`config.mk`:
```
export PLATFORM = sky130hd
export DESIGN_NAME = oaht_ctrl
export DESIGN_NICKNAME = d
export VERILOG_FILES = /design/src/oaht_pkg.sv /design/src/oaht_ctrl.sv
export VERILOG_INCLUDE_DIRS = /design/src /design/src/src
export SDC_FILE = /design/constraint.sdc
export NUM_CORES = 1
export LEC_CHECK = 0
export BUFFER_PORTS_ARGS = -buffer_cell sky130_fd_sc_hd__buf_4
export CELL_PAD_IN_SITES_DETAIL_PLACEMENT = 1
export CELL_PAD_IN_SITES_GLOBAL_PLACEMENT = 1
export CORE_MARGIN = 3
export CORE_UTILIZATION = 25
export DETAILED_ROUTE_END_ITERATION = 10
export PLACE_DENSITY_LB_ADDON = 0.1
export SLEW_MARGIN = 25
export SYNTH_ARGS = -nofsm -noshare
export SYNTH_HDL_FRONTEND = slang
export SYNTH_SLANG_ARGS = --single-unit
```
`constraint.sdc`:
```
create_clock -name aclk -period 1.1 [get_ports aclk]
set_input_delay 0.11 -clock aclk [delete_from_list [all_inputs] [get_ports aclk]]
set_output_delay 0.11 -clock aclk [all_outputs]
set_load 0.005 [all_outputs]
```
`src/open_address_hash_table_macros.svh`:
```
// Assertion helpers shared by the hash table modules.
`ifndef OPEN_ADDRESS_HASH_TABLE_MACROS_SVH
`define OPEN_ADDRESS_HASH_TABLE_MACROS_SVH

// Same-cycle implication, disabled while reset is asserted.
`define OAHT_ASSERT(label, clk, rst_n, ante, cons, msg) \
    label: assert property (@(posedge clk) disable iff (!rst_n) (ante) |-> (cons)) \
        else $error(msg);

// Next-cycle implication, disabled while reset is asserted.
`define OAHT_ASSERT_NEXT(label, clk, rst_n, ante, cons, msg) \
    label: assert property (@(posedge clk) disable iff (!rst_n) (ante) |=> (cons)) \
        else $error(msg);

`endif

```
`src/oaht_pkg.sv`:
```
package oaht_pkg;

    // Field widths of the stream words.
    localparam int FUNC_W     = 1;
    localparam int KEY_W      = 31;
    localparam int PAY_W      = 32;
    localparam int STATUS_W   = 2;
    localparam int SLOT_OUT_W = 12;
    localparam int LIMIT_W    = 12;
    localparam int S_TDATA_W  = 64;
    localparam int M_TDATA_W  = 48;

    localparam logic [LIMIT_W-1:0] LIMIT_RESET = 12'd4093;

    // Defaults for the top level parameters.
    localparam int TABLE_SIZE_DEF = 4093;
    localparam int DIVIDER_DEF    = 2039;
    localparam int DATA_WIDTH_DEF = 32;

    // Remainder unit: eight bits per cycle over a 32-bit operand.
    localparam int MOD_VAL_W  = 32;
    localparam int MOD_DIGIT  = 8;
    localparam int MOD_CHUNKS = MOD_VAL_W / MOD_DIGIT;
    localparam int MOD_CNT_W  = $clog2(MOD_CHUNKS);

    typedef enum logic [0:0] {
        FUNC_INSERT = 1'b0,
        FUNC_SEARCH = 1'b1
    } func_t;

    typedef enum logic [1:0] {
        RS_INSERTED = 2'd0,
        RS_FOUND    = 2'd1,
        RS_ABSENT   = 2'd2,
        RS_FULL     = 2'd3
    } rstat_t;

    typedef enum logic [2:0] {
        S_CLEAR,
        S_IDLE,
        S_HASH,
        S_FOLD,
        S_PROBE_RD,
        S_PROBE_CHK,
        S_EMIT
    } state_t;

    typedef struct packed {
        logic clear;
        logic accept;
        logic fold_start;
        logic probe_init;
        logic advance;
        logic finish;
        logic out_load;
    } dp_cmd_t;

    typedef struct packed {
        logic clear_last;
        logic mod_done;
        logic stop;
        logic last;
    } dp_stat_t;

endpackage

```
`src/oaht_ctrl.sv`:
```
`include "open_address_hash_table_macros.svh"

module oaht_ctrl import oaht_pkg::*; (
    input  logic     aclk,
    input  logic     aresetn,
    input  logic     s_tvalid,
    output logic     s_tready,
    output logic     m_tvalid,
    input  logic     m_tready,
    output dp_cmd_t  cmd,
    input  dp_stat_t stat
);

    state_t state_reg;
    state_t state_next;
    logic   m_valid_reg;
    logic   m_valid_next;

    always_ff @(posedge aclk) begin
        if (!aresetn) begin
            state_reg   <= S_CLEAR;
            m_valid_reg <= 1'b0;
        end else begin
            state_reg   <= state_next;
            m_valid_reg <= m_valid_next;
        end
    end

    always_comb begin
        state_next = state_reg;
        cmd        = '0;
        s_tready   = 1'b0;
        unique case (state_reg)
            S_CLEAR: begin
                cmd.clear = 1'b1;
                if (stat.clear_last) begin
                    state_next = S_IDLE;
                end
            end
            S_IDLE: begin
                s_tready = 1'b1;
                if (s_tvalid) begin
                    cmd.accept = 1'b1;
                    state_next = S_HASH;
                end
            end
            S_HASH: begin
                if (stat.mod_done) begin
                    cmd.fold_start = 1'b1;
                    state_next     = S_FOLD;
                end
            end
            S_FOLD: begin
                if (stat.mod_done) begin
                    cmd.probe_init = 1'b1;
                    state_next     = S_PROBE_RD;
                end
            end
            S_PROBE_RD: begin
                state_next = S_PROBE_CHK;
            end
            S_PROBE_CHK: begin
                if (stat.stop || stat.last) begin
                    cmd.finish = 1'b1;
                    state_next = S_EMIT;
                end else begin
                    cmd.advance = 1'b1;
                    state_next  = S_PROBE_RD;
                end
            end
            S_EMIT: begin
                if (!m_valid_reg || m_tready) begin
                    cmd.out_load = 1'b1;
                    state_next   = S_IDLE;
                end
            end
            default: state_next = S_CLEAR;
        endcase

        if (cmd.out_load) begin
            m_valid_next = 1'b1;
        end else if (m_tready) begin
            m_valid_next = 1'b0;
        end else begin
            m_valid_next = m_valid_reg;
        end
    end

    assign m_tvalid = m_valid_reg;

    `OAHT_ASSERT_NEXT(a_one_at_a_time, aclk, aresetn, s_tvalid && s_tready, !s_tready, "accepted a word while busy")
    `OAHT_ASSERT(a_mod_done_state, aclk, aresetn, stat.mod_done, (state_reg == S_HASH) || (state_reg == S_FOLD), "remainder finished outside hashing")

endmodule

```
* Word level (Yosys, flattened, before mapping)
Cells that the tools add are included. Widths: inputs -> output; s select.
Cells by class: mux-type cells 21, reductions and logical operators 6, eq/ne operators 11
Operators by type and width (number):
- $pmux 3 s7 | 1
- $mux 3 | 5
- $mux 1 | 13
- $ne 2x2->1 const B | 5
- $eq 3x3->1 const B | 3
- $eq 3x2->1 const B | 2
- $reduce_and 5->1 | 1
- $mux 2 | 2
- $eq 3x1->1 const B | 1
- $logic_not 3->1 | 1
- $logic_or 1x1->1 | 2
- $reduce_bool 2->1 | 1
- $logic_not 1->1 | 1
Storage, ports and cells: register bits after elaboration 4, logic and storage cells 40, output and inout port bits 9, input bits 8

* Logic depth before layout (Yosys ltp)
word-level depth 5, depth in mapped cells 4, gate-level depth less buffers 3

* Worst setup path after synthesis
No wires, ideal clock.
path kind register to register, start point reg m_valid_reg, in the netlist m_tvalid, end point reg state_reg[1], stages on the path, launching flop included 4, slack 0.074 ns, clock period less this slack 1.026 ns, buffers on the path 0, data arrival time 0.906 ns, data required time 0.980 ns, setup time 0.120 ns, path through dfxtp_1 -> nor4bb_1 -> o21a_1 -> o31a_1
On the way: longest elaborated chain between the ends 4
Ends and longest elaborated chain:
- start: declaration | line oaht_ctrl.sv:16 | logic m_valid_reg;
- start signal: assignment | line oaht_ctrl.sv:25 | m_valid_reg <= m_valid_next;
- $logic_not 1->1 | line oaht_ctrl.sv:72 | if (!m_valid_reg || m_tready) begin
- $logic_or 1x1->1 | line oaht_ctrl.sv:72
- $ne 2x2->1 (no source line)
- $reduce_and 5->1 (no source line)
- end signal: assignment | line oaht_ctrl.sv:24 | state_reg <= state_next;
- end: declaration | line oaht_ctrl.sv:14 | state_t state_reg;
Every way passes these cells. A chain may end at the register's enable or synchronous reset.

==> flow_summary_export.csv <==
group,metric,value,unit
sta,timing.setup.tns,-854,ps
setup_path,worst_setup_path_end_kind,"output pin",
synth,mappedNetlistNets,47,
sta,finalSetupViolations,11,
synth,yosysWarningCount,0,
sta,rsz_0062_raised_after_global_routing,"yes",
sta,final_period_minus_worst_setup_slack,1250,ps
routing,route.detailed.vias_per_inst,5.00,
routing,drt-initial-drc-count,2,
synth,synth_edf_count,0,
setup_path,rrSetupSlack,-50,ps
setup_path,crit_fanout,6,
finish,final_design_area_no_fill,662,µm²
synth,synth-seq-area-share,0.242,
finish,post_route_cells_drive_above_1_share,0.687,
finish,num_antenna_cells,0,
setup_path,critical_path_buf_inv_count,2,
synth,synth.most_common_cell,"sky130_fd_sc_hd__nor2_1",
grt,busiest_layer,"met2",
synth,post_synth_instance_area,330,µm²
synth,syn-mean-instance-area,8.47,µm²
clocking,h-tree-depth,1,
sta,finalMaxSlewViolations,0,
finish,finalNetCount,77,
power_and_ir_drop,worst_supply_voltage_drop_on_vdd,0.000544,V
grt,grt_first_pass_wirelength,1950,µm
routing,drcViolationCount,0,
setup_path,worst-r2r-cell-count,4,
sta,timing_worst_slew_pin_value,244,ps
placed_design,placement.cell_area,485,µm²
hold_path,hold_ep,"state_reg[2]",
power_and_ir_drop,power_per_cell_area,1340,nW/µm²
synth,largest_cells_by_area_after_synthesis,"sky130_fd_sc_hd__dfxtp_1, sky130_fd_sc_hd__mux2i_1, sky130_fd_sc_hd__nor4bb_1",
outcome,failing_checks,"setup timing",
power_and_ir_drop,power.leakage,0.000301,µW
setup_path,cp_slowest_stage_delay,370,ps
die,dieHeight,42.4,µm
grt,antenna_violations_before_repair,0,
clocking,ctsRootBufferMaster,"sky130_fd_sc_hd__clkbuf_4",
hold_path,hold_path_class,"in -> reg",
routing,ant_nets_after_route,0,
die,die-area,1790,µm²
setup_path,worstPathArrival,1140,ps
routing,wl_per_cell,15.2,µm
placed_design,placement.setup.worst_slack,-37.9,ps
clocking,cts_tree,"built",
die,core-area,1170,µm²
synth,synthCells,39,
setup_path,cp_slowest_cell,"sky130_fd_sc_hd__dfxtp_4",
setup_path,path_cells,"buf_6 -> nor4bb_4 -> buf_4",
setup_path,required,990,ps
finish,syn2layout_area_growth,100,%
grt,globalRouteMet2Util,0.264,
outcome,run_status,"finished with violations",
sta,max-slew-margin-rel,0.835,
flow_run,maxCapViolations,0,
synth,postSynthRegisterBits,4,
clocking,clkTransAtPathRegs,40,ps
grt,grt_pass1_vias,420,
setup_path,timing.critical_path.max_delay_family,"flip-flops",
finish,footprint_of_the_multi_input_gates,265,µm²
setup_path,rr_endpoint,"state_reg[2]",
finish,fill_cells,130,
grt,grt_use_met1,0.163,
clocking,clockBufferDepth,2,
synth,post_synth_num_cell_types,24,
finish,seqCellArea,88.8,µm²
synth,synth_top_flop_cell,"sky130_fd_sc_hd__dfxtp_1",
synth,synth_async_sr_flop_share,0,
die,die_width,42.4,µm
clocking,total_cts_buffers,3,
grt,global_route.overflow_total,0,
setup_path,worstSetupPathDepth,3,
clocking,insertion_delay,240,ps
synth,synth_top_area_share,0.242,
sta,setup_ws,-152,ps
synth,synth_top_area_cell,"sky130_fd_sc_hd__dfxtp_1",
die,initial_utilization,0.282,
placed_design,routabilityCongestion,0.786,
sta,hold_viol_final,0,
setup_path,worstSetupPathType,"reg -> out",
hold_path,hold_start,"aresetn",
sta,finalClockSkew,8.55,ps
die,design.portCount,17,
routing,detailedRoute.firstPassIterationCount,4,
setup_path,cp-start-kind,"flip-flop",
sta,timing.final.crit_share,1.14,
grt,grt_max_degree,8,
setup_path,reg2reg_from,"state_reg[0]",
clocking,hold_buffers,0,
routing,vias,405,
synth,synth_top_cells_by_count,"sky130_fd_sc_hd__nor2_1, sky130_fd_sc_hd__dfxtp_1, sky130_fd_sc_hd__nor3_1",
hold_path,timing.hold.worst_path_depth,2,
placed_design,portBuffers,16,
grt,globalRouteMet3Util,0.0172,
sta,max_freq,799,MHz
die,floorplan_row_count,12,
routing,routed_wl,1230,µm
grt,grt.total_usage,0.148,
placed_design,dp_hpwl,787,µm
finish,largest_register_ffs,3,
clocking,cts_num_sinks,4,
## stage by stage
step / power [µW] / utilization / hold slack, ps / std cells
floorplan: 369 / - / 228 / 39
global placement: 499 / 0.415 / 332 / 69
detailed placement: 507 / 0.415 / 348 / 69
CTS: 854 / 0.533 / 97.4 / 78
global route: 936 / 0.565 / 111 / 81
finish: 885 / 0.565 / 96.0 / 81
## cells in the final DEF, fill, tap and decap left out, types with 2 or more instances in the layout
master,Yosys,layout
sky130_fd_sc_hd__dfxtp_4,0,2
sky130_fd_sc_hd__nor2_1,5,4
sky130_fd_sc_hd__o21a_1,2,2
sky130_fd_sc_hd__nor3_2,0,2
sky130_fd_sc_hd__buf_4,2,23
sky130_fd_sc_hd__buf_6,0,3
sky130_fd_sc_hd__a21oi_2,1,2
sky130_fd_sc_hd__clkbuf_4,0,3
sky130_fd_sc_hd__nand3b_1,2,2
sky130_fd_sc_hd__mux2i_1,2,2
## kinds of logic after synthesis
kind of cell / count (synthesis) / share of synthesized area
buf+inv: 5 / 0.0871
mux: 2 / 0.0606
simple gates: 20 / 0.398
flops: 4 / 0.242
compound gates: 7 / 0.186
xor+xnor: 1 / 0.0265
## final cells by class
cell class,instances,area share
repair buffers,29,0.399
well taps,14,0.0265
multi-input cells,30,0.401
inverters,1,0.00567
flip-flops and latches,4,0.134
clock buffers,3,0.0340
## report_power, final
| group | switching (µW) | internal, µW |
|---|---|---|
| Sequential | 38.4 | 172 |
| Clock | 67.9 | 123 |
| Combinational | 167 | 317 |
| Total | 274 | 612 |
## how the worst max path moves through the flow
stage	start	to
global placement	state_reg[2]	state_reg[1]
global route	state_reg[0]	cmd[0]
CTS	state_reg[0]	cmd[4]
finish	state_reg[2]	cmd[4]
detailed placement	state_reg[2]	state_reg[0]
floorplan	m_tvalid	state_reg[1]
## per-layer routing
layer | up-vias | wire length, µm
met5 | - | 0
met2 | 12 | 663
met1 | 194 | 512
li1 | 197 | -
met4 | 0 | 15
met3 | 2 | 36
## timing repair
item | CTS | global route
setup buffers | 5 | 3
gates resized for setup | 13 | 5
gates cloned | 1 | 0
pin swaps | 5 | 1
setup endpoints to repair | 10 | 11
endpoints found under the hold margin | 0 | 0
(Power assumes the default switching activity.)
